`src/rtl/brat_pkg.sv`:
```
// ----------------------------------------------------------------------------
// brat_pkg
// shared constants for the best rational approximation block
// ----------------------------------------------------------------------------
package brat_pkg;

    localparam int FRACTION_WIDTH_DEF = 64;
    localparam int LIMIT_WIDTH_DEF    = 32;

    localparam int FIELD_W  = 64;
    localparam int RESULT_W = 32;
    localparam int DATA_W   = 32;
    localparam int ADDR_W   = 3;

    localparam logic [31:0] LIMIT_RESET = 32'd1048575;

    localparam logic REG_NUM_LIMIT = 1'b0;
    localparam logic REG_DEN_LIMIT = 1'b1;

endpackage

```
`src/rtl/best_rational_approximation.sv`:
```
// ----------------------------------------------------------------------------
// best_rational_approximation
// continued-fraction expansion of a fraction, returning the best convergent
// that stays within a numerator limit and a denominator limit
// ----------------------------------------------------------------------------
//  channel   direction  signals
//  in        input      in_valid, in_ready, fraction_top, fraction_bottom
//  out       output     out_valid, out_ready, approx_top, approx_bottom
//  apb       config     psel, penable, pwrite, paddr, pwdata, prdata, pready
//
//  each expansion step is one check state, one restoring division of
//  FRACTION_WIDTH quotient bits and the multiply, add and update states
//  S_MULP, S_ADDP, S_MULQ, S_ADDQ and S_UPD on one shared multiplier and
//  adder; out_valid rises from S_DONE, and the block returns to idle before
//  the next word can be taken
//  in_ready is high only while idle; one finished word may wait at the output
//  while the next word is taken in
//  rst_n clears control state and sets both limits to 1048575
// ----------------------------------------------------------------------------
module best_rational_approximation #(
    parameter int FRACTION_WIDTH = brat_pkg::FRACTION_WIDTH_DEF,
    parameter int LIMIT_WIDTH    = brat_pkg::LIMIT_WIDTH_DEF
) (
    input  logic                          clk,
    input  logic                          rst_n,
    input  logic                          in_valid,
    output logic                          in_ready,
    input  logic [brat_pkg::FIELD_W-1:0]  fraction_top,
    input  logic [brat_pkg::FIELD_W-1:0]  fraction_bottom,
    output logic                          out_valid,
    input  logic                          out_ready,
    output logic [brat_pkg::RESULT_W-1:0] approx_top,
    output logic [brat_pkg::RESULT_W-1:0] approx_bottom,
    input  logic                          psel,
    input  logic                          penable,
    input  logic                          pwrite,
    input  logic [brat_pkg::ADDR_W-1:0]   paddr,
    input  logic [brat_pkg::DATA_W-1:0]   pwdata,
    output logic [brat_pkg::DATA_W-1:0]   prdata,
    output logic                          pready
);
    import brat_pkg::*;

    localparam int FW    = FRACTION_WIDTH;
    localparam int LW    = LIMIT_WIDTH;
    localparam int WW    = (FW > LW) ? FW : LW;
    localparam int PW    = 2 * LW;
    localparam int CNT_W = $clog2(FW);

    typedef enum logic [3:0] {
        S_IDLE,
        S_CHECK,
        S_DIV,
        S_MULP,
        S_ADDP,
        S_MULQ,
        S_ADDQ,
        S_UPD,
        S_DONE
    } state_t;

    state_t            state_reg;
    logic [LW-1:0]     nlim_reg;
    logic [LW-1:0]     dlim_reg;
    logic [FW-1:0]     num_reg;
    logic [FW-1:0]     den_reg;
    logic [FW-1:0]     rem_reg;
    logic [FW-1:0]     quo_reg;
    logic [CNT_W-1:0]  cnt_reg;
    logic [LW-1:0]     p_prev_reg;
    logic [LW-1:0]     q_prev_reg;
    logic [LW-1:0]     p_cur_reg;
    logic [LW-1:0]     q_cur_reg;
    logic [LW-1:0]     p_next_reg;
    logic [LW-1:0]     q_next_reg;
    logic [PW-1:0]     prod_reg;
    logic              big_reg;
    logic              p_over_reg;
    logic              q_over_reg;
    logic [LW-1:0]     res_top_reg;
    logic [LW-1:0]     res_bot_reg;
    logic              out_valid_reg;
    logic [RESULT_W-1:0] approx_top_reg;
    logic [RESULT_W-1:0] approx_bot_reg;

    // divider step
    logic [FW:0]   rem_sh;
    logic [FW:0]   rem_diff;
    logic          rem_ge;
    logic [FW-1:0] rem_next;
    logic [FW-1:0] quo_next;

    // shared multiplier and adder
    logic [WW-1:0] quo_ext;
    logic          quo_big;
    logic [LW-1:0] mul_b;
    logic [PW-1:0] mul_prod;
    logic [LW-1:0] add_base;
    logic [LW-1:0] add_lim;
    logic [PW:0]   add_sum;
    logic          add_over;

    logic          wr_en;
    logic          out_free;

    assign rem_sh   = {rem_reg, quo_reg[FW-1]};
    assign rem_ge   = rem_sh >= {1'b0, den_reg};
    assign rem_diff = rem_sh - {1'b0, den_reg};
    assign rem_next = rem_ge ? rem_diff[FW-1:0] : rem_sh[FW-1:0];
    assign quo_next = {quo_reg[FW-2:0], rem_ge};

    assign quo_ext  = WW'(quo_reg);
    assign quo_big  = (quo_ext >> LW) != '0;
    assign mul_b    = (state_reg == S_MULP) ? p_cur_reg : q_cur_reg;
    assign mul_prod = {{LW{1'b0}}, quo_ext[LW-1:0]} * {{LW{1'b0}}, mul_b};
    assign add_base = (state_reg == S_ADDP) ? p_prev_reg : q_prev_reg;
    assign add_lim  = (state_reg == S_ADDP) ? nlim_reg : dlim_reg;
    assign add_sum  = {1'b0, prod_reg} + (PW+1)'(add_base);
    assign add_over = big_reg || (add_sum > (PW+1)'(add_lim));

    assign out_free = !out_valid_reg || out_ready;

    // configuration registers
    assign wr_en  = psel && penable && pwrite;
    assign pready = 1'b1;

    always_ff @(posedge clk or negedge rst_n)
    begin
        if (!rst_n)
        begin
            nlim_reg <= LW'(LIMIT_RESET);
            dlim_reg <= LW'(LIMIT_RESET);
        end
        else if (wr_en)
        begin
            unique case (paddr[2])
                REG_NUM_LIMIT: nlim_reg <= pwdata[LW-1:0];
                REG_DEN_LIMIT: dlim_reg <= pwdata[LW-1:0];
                default:       nlim_reg <= nlim_reg;
            endcase
        end
    end

    always_comb
    begin
        unique case (paddr[2])
            REG_NUM_LIMIT: prdata = DATA_W'(nlim_reg);
            REG_DEN_LIMIT: prdata = DATA_W'(dlim_reg);
            default:       prdata = '0;
        endcase
    end

    // sequencer
    always_ff @(posedge clk or negedge rst_n)
    begin
        if (!rst_n)
        begin
            state_reg     <= S_IDLE;
            out_valid_reg <= 1'b0;
        end
        else
        begin
            if (out_valid_reg && out_ready && state_reg != S_DONE)
            begin
                out_valid_reg <= 1'b0;
            end
            unique case (state_reg)
                S_IDLE:
                begin
                    if (in_valid)
                    begin
                        num_reg    <= fraction_top[FW-1:0];
                        den_reg    <= fraction_bottom[FW-1:0];
                        p_prev_reg <= '0;
                        q_prev_reg <= LW'(1);
                        p_cur_reg  <= LW'(1);
                        q_cur_reg  <= '0;
                        state_reg  <= S_CHECK;
                    end
                end
                S_CHECK:
                begin
                    if (p_cur_reg > nlim_reg || q_cur_reg > dlim_reg)
                    begin
                        res_top_reg <= p_prev_reg;
                        res_bot_reg <= q_prev_reg;
                        state_reg   <= S_DONE;
                    end
                    else if (den_reg == '0)
                    begin
                        res_top_reg <= p_cur_reg;
                        res_bot_reg <= q_cur_reg;
                        state_reg   <= S_DONE;
                    end
                    else
                    begin
                        rem_reg   <= '0;
                        quo_reg   <= num_reg;
                        cnt_reg   <= CNT_W'(FW - 1);
                        state_reg <= S_DIV;
                    end
                end
                S_DIV:
                begin
                    rem_reg <= rem_next;
                    quo_reg <= quo_next;
                    cnt_reg <= cnt_reg - CNT_W'(1);
                    if (cnt_reg == '0)
                    begin
                        num_reg   <= den_reg;
                        den_reg   <= rem_next;
                        state_reg <= S_MULP;
                    end
                end
                S_MULP:
                begin
                    prod_reg  <= mul_prod;
                    big_reg   <= quo_big && (p_cur_reg != '0);
                    state_reg <= S_ADDP;
                end
                S_ADDP:
                begin
                    p_next_reg <= add_sum[LW-1:0];
                    p_over_reg <= add_over;
                    state_reg  <= S_MULQ;
                end
                S_MULQ:
                begin
                    prod_reg  <= mul_prod;
                    big_reg   <= quo_big && (q_cur_reg != '0);
                    state_reg <= S_ADDQ;
                end
                S_ADDQ:
                begin
                    q_next_reg <= add_sum[LW-1:0];
                    q_over_reg <= add_over;
                    state_reg  <= S_UPD;
                end
                S_UPD:
                begin
                    if (p_over_reg || q_over_reg)
                    begin
                        res_top_reg <= p_cur_reg;
                        res_bot_reg <= q_cur_reg;
                        state_reg   <= S_DONE;
                    end
                    else
                    begin
                        p_prev_reg <= p_cur_reg;
                        q_prev_reg <= q_cur_reg;
                        p_cur_reg  <= p_next_reg;
                        q_cur_reg  <= q_next_reg;
                        state_reg  <= S_CHECK;
                    end
                end
                S_DONE:
                begin
                    if (out_free)
                    begin
                        approx_top_reg <= RESULT_W'(res_top_reg);
                        approx_bot_reg <= RESULT_W'(res_bot_reg);
                        out_valid_reg  <= 1'b1;
                        state_reg      <= S_IDLE;
                    end
                end
                default:
                begin
                    state_reg <= S_IDLE;
                end
            endcase
        end
    end

    assign in_ready      = (state_reg == S_IDLE);
    assign out_valid     = out_valid_reg;
    assign approx_top    = approx_top_reg;
    assign approx_bottom = approx_bot_reg;

    // checks
    a_div_nonzero: assert property (@(posedge clk) disable iff (!rst_n)
        state_reg == S_DIV |-> den_reg != '0)
        else $error("division started with zero divisor");

    a_rem_below_den: assert property (@(posedge clk) disable iff (!rst_n)
        state_reg == S_DIV |-> rem_reg < den_reg)
        else $error("partial remainder not below divisor");

    a_div_ends: assert property (@(posedge clk) disable iff (!rst_n)
        state_reg == S_DIV && cnt_reg == '0 |=> state_reg == S_MULP)
        else $error("division did not hand over to multiply");

    a_result_from_done: assert property (@(posedge clk) disable iff (!rst_n)
        $rose(out_valid_reg) |-> $past(state_reg) == S_DONE)
        else $error("result word raised outside done state");

endmodule

```
`config.mk`:
```
export PLATFORM = sky130hd
export DESIGN_NAME = best_rational_approximation
export DESIGN_NICKNAME = d
export VERILOG_FILES = /design/src/rtl/brat_pkg.sv /design/src/rtl/best_rational_approximation.sv
export SDC_FILE = /design/constraint.sdc
export NUM_CORES = 2
export LEC_CHECK = 0
export BUFFER_PORTS_ARGS = -buffer_cell sky130_fd_sc_hd__clkbuf_2
export CORE_ASPECT_RATIO = 0.75
export CORE_MARGIN = 2
export CORE_UTILIZATION = 30
export CTS_BUF_LIST = sky130_fd_sc_hd__clkbuf_16
export CTS_CLUSTER_DIAMETER = 200
export DETAILED_ROUTE_END_ITERATION = 7
export HOLD_SLACK_MARGIN = 0.05
export SLEW_MARGIN = 25
export SYNTH_ARGS = -nofsm -noshare
export SYNTH_HDL_FRONTEND = slang
export SYNTH_SLANG_ARGS = --single-unit
```
`constraint.sdc`:
```
create_clock -name clk -period 13.1 [get_ports clk]
set_input_delay 2.62 -clock clk [delete_from_list [all_inputs] [get_ports clk]]
set_output_delay 2.62 -clock clk [all_outputs]
set_load 0.01 [all_outputs]
```
==> tab_implementation.tex <==
\begin{tabular}{lr}
\hline
Metric & Value \\
\hline
\multicolumn{2}{l}{\textbf{Synthesis}} \\
Library cells used by synthesis & 94 \\
Synth Area in Compound Gates & approximately 7.5\% \\
Synthesized flop and latch total & slightly above 700 \\
Gate count of the mapped netlist & 6864 \\
Adder-cell share of the synthesized area & 33.5\% \\
Synthesized area & around 0.071 mm² \\
Xor and xnor fraction of the mapped netlist area & between 1.5 and 2\% \\
Multiplexer area fraction after synthesis & 4.46\% \\
Synthesized area per cell & between 10 and 15 µm² \\
Basic-gate share of the synthesized area counting and, or, nand and nor cells & between 15 and 20\% \\
Largest family of logic cells by synthesized area & adder cells \\
Synthesized net count & 8389 \\
Number of enable-type register cells in the synthesized netlist & between 600 and 700 \\
Synthesis warning total & 0 \\
Proportion of synthesized chip area in sequential cells & between 30\% and 40\% \\
FFs w/ async S/R, synth & under 10\% \\
Top\_reg\_cell synth & edfxtp\_1 \\
\multicolumn{2}{l}{\textbf{Clocking}} \\
Hold bufs inserted after CTS & 0 \\
Clock Tree Buf Depth & 3 \\
Clock latency on the worst-skew pair & approximately 0.7 ns \\
TritonCTS clock tree & done \\
CTS buffer count & 72 \\
Buffer type at the clock tree root & clkbuf\_16 \\
Depth of the CTS H-tree & 3 \\
Post-cts resize count & 0 \\
CTS sink cnt & slightly above 700 \\
Post-CTS setup buffers & 0 \\
Clock-pin slew of the registers on the worst-case setup and hold paths & $\sim$0.07 ns \\
\multicolumn{2}{l}{\textbf{Worst hold path}} \\
Cells on Worst Hold Path & 0 \\
Worst min-delay path category & reg2reg \\
\multicolumn{2}{l}{\textbf{Die}} \\
Number of top-level design ports & roughly 270 \\
Die area & between 0.2 and 0.25 mm² \\
Horiz. Die Dim & 564 µm \\
Placeable core region & approximately 0.23 mm² \\
Number of rows in the core area & around 150 \\
Initial core utilization & between 30\% and 40\% \\
Overall die height & between 400 and 500 µm \\
\multicolumn{2}{l}{\textbf{STA}} \\
Final setup fails & 0 \\
Sum of negative setup slack & 0 ns \\
Highest attainable clock frequency & approximately 96 MHz \\
Setup repair after global routing missed its margin & false \\
Number of pins with negative max-slew slack in the final report & 0 \\
Worst slew margin relative to its limit & 25.8\% \\
Tmin final & roughly 10 ns \\
Final worst path period share & around four fifths \\
Hold Fails Final Rpt & 0 \\
Worst slew pin tran & around 1.1 ns \\
Post-Route Skew & about 0.043 ns \\
\multicolumn{2}{l}{\textbf{Global route}} \\
Total gr overflow & 0 \\
First-pass GRT wire length & 313000 µm \\
Number of global-route vias before repair & between 50000 and 60000 \\
Global-route usage over all layers & 16.8\% \\
Number of antenna violations at the first check in global routing & 10 \\
Pin count of the biggest net entering global routing & 211 \\
\multicolumn{2}{l}{\textbf{Drt}} \\
Vias post-DR & between 40000 and 50000 \\
Vias per cell & 4.93 \\
Final routed DRC violation total & 0 \\
Number of search-and-repair iterations in the first detailed-routing pass & 6 \\
Drt initial violations & a little under 4000 \\
Detailed-route wire length & between 200000 and 250000 µm \\
Detail Route Antenna Nets & 0 \\
Wire length per cell & between 15 and 20 µm \\
\multicolumn{2}{l}{\textbf{Layout}} \\
Area grow syn2layout & 9.95\% \\
Register Area & around 0.021 mm² \\
Proportion of layout cells with a drive suffix above 1 & between 10\% and 20\% \\
Commonest cells after routing, fill and taps aside & 1057 x inv\_1, 918 x nand2\_1, 898 x fa\_1, 725 x and2\_1, 649 x edfxtp\_1 \\
\# fillers & 23600 \\
Number of nets in the finished design & $\sim$8500 \\
Commonest non-fill, non-tap cell in the layout & inv\_1 \\
Area occupied by multi-input gates & between 0.04 and 0.05 mm² \\
\multicolumn{2}{l}{\textbf{Critical path}} \\
Slowest CP cell & mux2\_2 \\
Slowest stage delay, CP & 0.83 ns \\
Critical path's most frequent cell & fa\_1 \\
Worst reg2reg path depth & 30 \\
Crit-path max FO & 34 \\
Endpoint arrival time on the critical path & between 10 and 15 ns \\
Critical Path Start Type & flip-flop \\
Path type of the worst setup path & reg2reg \\
Critical Path End Type & flip-flop \\
Critical Path RT & 13.51 ns \\
\multicolumn{2}{l}{\textbf{Job}} \\
Number of max-cap violations & 0 \\
\multicolumn{2}{l}{\textbf{Placement}} \\
GPL Wtd Cong & 0.907 \\
Hpwl dp & roughly 160000 µm \\
Buffers added on ports & 265 \\
\multicolumn{2}{l}{\textbf{Status}} \\
Outcome & finished clean \\
\hline
\end{tabular}
==> Yosys cell counts, types with 10 or more instances <==
| library cell | number | share of area, % |
|---|---|---|
| clkbuf_1 | 316 | 1.7 |
| dfstp_2 | 40 | 1.5 |
| ha_1 | 457 | 8.1 |
| or3_1 | 12 | 0.11 |
| nand4_1 | 62 | 0.55 |
| a21oi_1 | 181 | 1.3 |
| a21o_1 | 136 | 1.4 |
| nand3_1 | 50 | 0.35 |
| fa_1 | 898 | 25 |
| o21a_1 | 35 | 0.37 |
| a31oi_1 | 16 | 0.14 |
| mux2_2 | 198 | 3.2 |
| nor4_1 | 50 | 0.44 |
| and2_1 | 726 | 6.4 |
| a211oi_1 | 30 | 0.32 |
| nor2b_1 | 24 | 0.21 |
| and3_1 | 33 | 0.29 |
| o21bai_1 | 34 | 0.36 |
| nor2_1 | 142 | 0.75 |
| a2111oi_0 | 10 | 0.12 |
| nand2b_1 | 26 | 0.23 |
| xor2_1 | 55 | 0.68 |
| o21ai_1 | 12 | 0.085 |
| edfxtp_1 | 649 | 28 |
| dfrtp_1 | 29 | 1.0 |
| o21ai_0 | 247 | 1.7 |
| mux2i_1 | 92 | 1.3 |
| inv_1 | 1047 | 5.6 |
| nand2_1 | 919 | 4.9 |
| xnor2_1 | 97 | 1.2 |
| o211ai_1 | 17 | 0.18 |
| nor3_1 | 48 | 0.34 |
| a21boi_0 | 13 | 0.14 |
==> worst max-delay path, delay by kind of cell (launching register included) <==
kind	cells	cell delay [ns]
compound gates	9	2.72
flops	1	0.51
mux	1	0.83
fa+ha+maj	9	4.25
xor+xnor	1	0.13
buf+inv	6	0.76
simple gates	4	0.87
==> metal layers <==
metal | global-route usage, % | vias to the layer above | part of all wire, %
met1 | 24.8 | 25600 | 47
met5 | 0 | - | 0.013
met4 | 3.51 | 4 | 2.1
met2 | 25.9 | 1621 | 44
met3 | 2.73 | 227 | 6.8
li1 | - | 22400 | -
==> logic make-up after synthesis <==
kind of cell,count (synthesis)
buf+inv,1383
compound gates,830
xor+xnor,152
simple gates,2135
mux,290
flops,718
fa+ha+maj,1355
other cells,1
==> path summary, 6_finish.rpt <==
kind	slack [ns]	endpoint	start
max in group asynchronous	10.19	nlim_reg[17]	rst_n
worst max register to register	2.63	prod_reg[57]	state_reg[0]
worst min register to register	0.42	approx_top[2]	res_top_reg[2]
worst max-delay path	2.63	prod_reg[57]	state_reg[0]
worst min-delay path	0.42	approx_top[2]	res_top_reg[2]
min in group asynchronous	1.91	out_valid	rst_n
==> layout make-up <==
cell class              count  area share, %
clock inverters            59          0.809
multi-input cells        4763           57.0
repair buffers            337           2.42
clock buffers              72           2.32
inverters                1047           5.06
well taps                3120           5.03
diodes                      2        0.00644
flip-flops and latches    718           27.4
==> per-stage QoR <==
step                      cells  setup slack, ns  util, %  instance area, µm²  hold slack [ns]
after floorplan            6864            0.274        -               70600            0.400
after global placement     9985             2.82     32.1               75200            0.410
after detailed placement   9985             2.74     32.1               75200            0.405
after CTS                 10100             2.70     33.1               77700            0.418
after global routing      10100             2.03     33.1               77700            0.428
final                     10100             2.63     33.1               77700            0.419
Power is left out: the tool's default activity adds up to more than one toggle a clock period on the data nets, which glitch-free logic cannot reach.
